<file path="src/rtl/core/crb_pkg.sv">
// Shared types and constants of the comb bank reverb core.
package crb_pkg;

  localparam int NUM_LINES  = 8;
  localparam int NUM_STAGES = 8;

  localparam int LINE_LEN [NUM_LINES] = '{347, 113, 37, 59, 73, 89, 97, 101};

  // Per-line feedback gains, unsigned Q1.16 (0.4 + 0.1 * line).
  localparam logic [16:0] FB_Q16 [NUM_LINES] = '{
    17'd26214, 17'd32768, 17'd39322, 17'd45875,
    17'd52429, 17'd58982, 17'd65536, 17'd72090
  };

  localparam logic [15:0] ROOM_SIZE_RST = 16'd19661;
  localparam logic [15:0] DAMPING_RST   = 16'd32768;
  localparam logic [15:0] WET_LEVEL_RST = 16'd19661;
  localparam logic [15:0] DRY_LEVEL_RST = 16'd45875;

  typedef enum logic [1:0] {
    REG_ROOM_SIZE = 2'd0,
    REG_DAMPING   = 2'd1,
    REG_WET_LEVEL = 2'd2,
    REG_DRY_LEVEL = 2'd3
  } crb_reg_t;

  // Pipeline control shared by the comb lines and the output mixer.
  typedef struct packed {
    logic                  rd;
    logic                  wr;
    logic [NUM_STAGES:1]   ld;
  } crb_ctl_t;

endpackage

</file>
<file path="src/rtl/core/crb_mix.sv">
// Tap summation, room scaling and wet/dry output mix with saturation.
module crb_mix import crb_pkg::*; #(
  parameter int SW = 20
) (
  input  logic                 clk,
  input  crb_ctl_t             ctl,
  input  logic [15:0]          room_size,
  input  logic [15:0]          wet_level,
  input  logic [15:0]          dry_level,
  input  logic signed [15:0]   x2,
  input  logic                 last2,
  input  logic signed [SW-1:0] taps [NUM_LINES],
  output logic signed [15:0]   sample_out,
  output logic                 last_out
);

  localparam logic signed [SW+19:0] HALF_R = (SW+20)'(32768);
  localparam logic signed [SW+20:0] HALF_M = (SW+21)'(32768);

  logic signed [15:0]    x3, x4, x5;
  logic                  last3, last4, last5, last6, last7;
  logic signed [SW+2:0]  acc;
  logic signed [SW+2:0]  acc_sum;
  logic signed [SW+19:0] proom;
  logic signed [SW+19:0] proom_r;
  logic signed [SW+2:0]  wr;
  logic signed [32:0]    xd6, xd7;
  logic signed [SW+19:0] pw;
  logic signed [SW+20:0] mix_sum;
  logic signed [SW+4:0]  mix_r;
  logic signed [15:0]    y_sat;

  always_comb begin
    acc_sum = '0;
    for (int i = 0; i < NUM_LINES; i++) begin
      acc_sum = acc_sum + (SW+3)'(taps[i]);
    end
  end

  assign proom_r = proom + HALF_R;
  assign mix_sum = (SW+21)'(pw) + (SW+21)'(xd7) + HALF_M;
  assign mix_r   = mix_sum[SW+20:16];

  always_comb begin
    if ((&mix_r[SW+4:15]) || !(|mix_r[SW+4:15])) begin
      y_sat = mix_r[15:0];
    end else if (mix_r[SW+4]) begin
      y_sat = 16'sh8000;
    end else begin
      y_sat = 16'sh7fff;
    end
  end

  always_ff @(posedge clk) begin
    if (ctl.ld[3]) begin
      x3    <= x2;
      last3 <= last2;
    end
    if (ctl.ld[4]) begin
      acc   <= acc_sum;
      x4    <= x3;
      last4 <= last3;
    end
    if (ctl.ld[5]) begin
      proom <= (SW+20)'(acc) * (SW+20)'($signed({1'b0, room_size}));
      x5    <= x4;
      last5 <= last4;
    end
    if (ctl.ld[6]) begin
      wr    <= proom_r[SW+18:16];
      xd6   <= 33'(x5) * 33'($signed({1'b0, dry_level}));
      last6 <= last5;
    end
    if (ctl.ld[7]) begin
      pw    <= (SW+20)'(wr) * (SW+20)'($signed({1'b0, wet_level}));
      xd7   <= xd6;
      last7 <= last6;
    end
    if (ctl.ld[8]) begin
      sample_out <= y_sat;
      last_out   <= last7;
    end
  end

endmodule

</file>
<file path="config.mk">
export PLATFORM = sky130hd
export DESIGN_NAME = crb_mix
export DESIGN_NICKNAME = d
export VERILOG_FILES = /design/src/rtl/core/crb_pkg.sv /design/src/rtl/core/crb_mix.sv
export SDC_FILE = /design/constraint.sdc
export NUM_CORES = 2
export LEC_CHECK = 0
export ABC_CLOCK_PERIOD_IN_PS = 15750
export CAP_MARGIN = 20
export CORE_MARGIN = 10
export CORE_UTILIZATION = 60
export CTS_CLUSTER_SIZE = 8
export DETAILED_ROUTE_END_ITERATION = 16
export DONT_BUFFER_PORTS = 1
export PLACE_DENSITY = 0.82
export SKIP_CTS_REPAIR_TIMING = 1
export SYNTH_ARGS = -nofsm -noshare
export SYNTH_HDL_FRONTEND = slang
export SYNTH_SLANG_ARGS = --single-unit
</file>
<file path="constraint.sdc">
create_clock -name clk -period 15.75 [get_ports clk]
set_input_delay 3.15 -clock clk [delete_from_list [all_inputs] [get_ports clk]]
set_output_delay 3.15 -clock clk [all_outputs]
set_load 0.03 [all_outputs]
</file>
==> results.cfg <==
[drt]
route.detailed.drc = 0
drt_iter0_markers = 1959
dr.pass1.iters = 7
wl_per_cell_um = 17.9
vias_per_cell = 5.46
ant_nets = 0
drt_wl_total_mm = 104
via_count = 31882

[clock_tree]
h-tree-depth = 2
cts_buffers = 38
clk_path_buf_depth = 3
clkSinkCount = 246
clk_latency_ps = 550
cts_tree = built
clk_root_buffer_cell = clkbuf_16
path_clk_slew_ps = 60

[placement]
io_buffers = 0
gp_congestion = 0.877
place_area_mm2 = 0.0492
dp_slack_ps = 5960
hpwl_mm = 86.3

[timing]
skew_ps = 39.8
rsz0062_at_grt = no
hold_viol_final = 0
drv_slew = 0
slew_headroom = 0.330
setup_viol = 0
finalCriticalPeriod_ps = 9190
final.setup.tns_ps = 0
fin_crit_sh = 0.583
finalWorstSetupSlack_ps = 6560
fmax_mhz = 109
tightest_slew_ps = 1000

[layout]
seq_area_mm2 = 0.00739
multi_input_area_mm2 = 0.0357
drive_above_1_share = 0.0138
fin_area_mm2 = 0.0502
nNetsFinal = 6461
fillers = 6162
area_growth_pct = 3.71

[yosys]
synth.area.top_cells = fa_1 (43%), edfxtp_1 (15%), ha_1 (11%)
synth.most_common_cell = inv_1
synth_edf_count = 246
async_flop_share = 0
synthDistinctLibCells = 67
yosys.area.top_type = fa_1
synthFlopType = edfxtp_1
netlist_instances = 4881
syn_nets = 6569
syn_avg_cell_area_um2 = 9.92
yosysSeqAreaShare = 0.153
syn-cell-area_mm2 = 0.0484
yosys_warnings = 0
ys_ff_latch = 246
synth_top_area_frac = 0.428
yosys-top-cells-count = inv_1 (1277), fa_1 (1036), nand2_1 (627)

[setup_path]
worstPathRequired_ps = 16040
regToRegEndpoint = xd6[30]$_DFFE_PP_
end_kind = flip-flop
reg2reg_slack_ps = 8230
worstPathArrival_ps = 9470
r2r_start = x5[15]$_DFFE_PP_
path_class = in2reg
r2r_cells = 21
start_kind = input port
path_max_fanout = 23

[global_routing]
grt_max_degree = 75
grt_overflow = 0
grt_pass1_vias = 35832
grt_antenna_before_repair = 1
grt_pass1_wl_mm = 176
grt_usage = 0.230

[hold_path]
min_path_cells = 0
min_to = x5[14]$_DFFE_PP_
hp-start = x4[14]$_DFFE_PP_
hold_path_class = reg2reg

[floorplanning]
die_w_um = 304
die_area_mm2 = 0.0924
die_h_um = 304
core_area_mm2 = 0.0803
rows = 104
initial_utilization = 0.603
ioPinCount = 253

[flow_run]
cap_violations = 0

[outcome]
run_status = complete, no violations
## logic make-up after synthesis
logic type	count (synthesis)	share of synthesized area
buffers and inverters	1427	0.111
AND/OR/NAND/NOR	1269	0.126
AO/OA/AOI/OAI	323	0.0443
multiplexers	1	0.000207
XOR/XNOR	163	0.0295
adder cells (fa/ha/maj)	1452	0.536
flip-flops	246	0.153
## cells in the final DEF (no fill, tap or decap), types with 10 or more instances in the layout
cell type,instances
o21ai_1,15
a31oi_1,13
nand2b_1,19
xor2_1,41
clkbuf_16,39
xnor2_1,122
fa_1,1036
o21a_1,16
nor3_1,28
a21o_1,47
o21bai_1,19
edfxtp_1,246
nand2_1,627
ha_1,416
inv_1,1277
o21ai_0,37
nor2_1,77
nand4_1,14
a21oi_1,105
nand3_1,39
a21oi_2,10
and2_1,418
## cell type report
type,count,share of cell area
diodes,1,0.0000498
clock buffers,40,0.0195
clock inverters,6,0.00120
inverters,1278,0.0955
multi-input cells,3208,0.710
flip-flops and latches,246,0.147
well taps,1060,0.0264
repair buffers,1,0.000150
## per-layer routing
layer,track usage,vias up,routed length (µm)
met1,0.274,16109,39500
li1,-,14278,-
met2,0.415,1280,53300
met4,0.0598,2,2670
met3,0.0517,213,8890
met5,0,-,13
## metrics by stage
step | instances | hold WS (ps) | util
2_1_floorplan | 4881 | 400 | -
3_3_place_gp | 5793 | 402 | 0.612
3_5_place_dp | 5793 | 405 | 0.612
4_1_cts | 5839 | 408 | 0.625
5_1_grt | 5839 | 415 | 0.625
6_report | 5840 | 407 | 0.625
## worst max-delay path by stage
stage | startpoint | to | slack, ps | depth (start not counted)
2_1_floorplan | room_size[2] | proom[35]$_DFFE_PP_ | 6330 | 21
3_3_place_gp | room_size[5] | proom[35]$_DFFE_PP_ | 5960 | 22
3_5_place_dp | room_size[5] | proom[36]$_DFFE_PP_ | 5960 | 22
4_1_cts | room_size[5] | proom[36]$_DFFE_PP_ | 6520 | 22
5_1_grt | room_size[5] | proom[35]$_DFFE_PP_ | 6150 | 22
6_report | room_size[5] | proom[36]$_DFFE_PP_ | 6560 | 22
## worst max-delay path: stages
cell and delay [ps]:
and2_1 140, fa_1 530, inv_1 50, fa_1 470, fa_1 520, fa_1 540, inv_1 50, fa_1 500
fa_1 420, ha_1 210, a211o_1 250, a2111oi_0 400, buf_4 200, nor4_1 60, a211oi_1 370, o21ai_1 170
and4_1 260, o2111ai_1 330, a31oi_1 240, a31oi_1 340, o21ai_1 110, xor2_1 150
## flip-flops by register name, indices dropped and copies added, names as in the netlist, 16 cells and up
| register | count |
|---|---|
| xd7 | 33 |
| pw | 40 |
| x5 | 16 |
| wr | 23 |
| x4 | 16 |
| x3 | 16 |
| xd6 | 33 |
| sample_out | 16 |
| acc | 23 |
| proom | 24 |
Power is not shown: default switching activity piles up to over one toggle a cycle in this logic, so the estimate is an artifact.
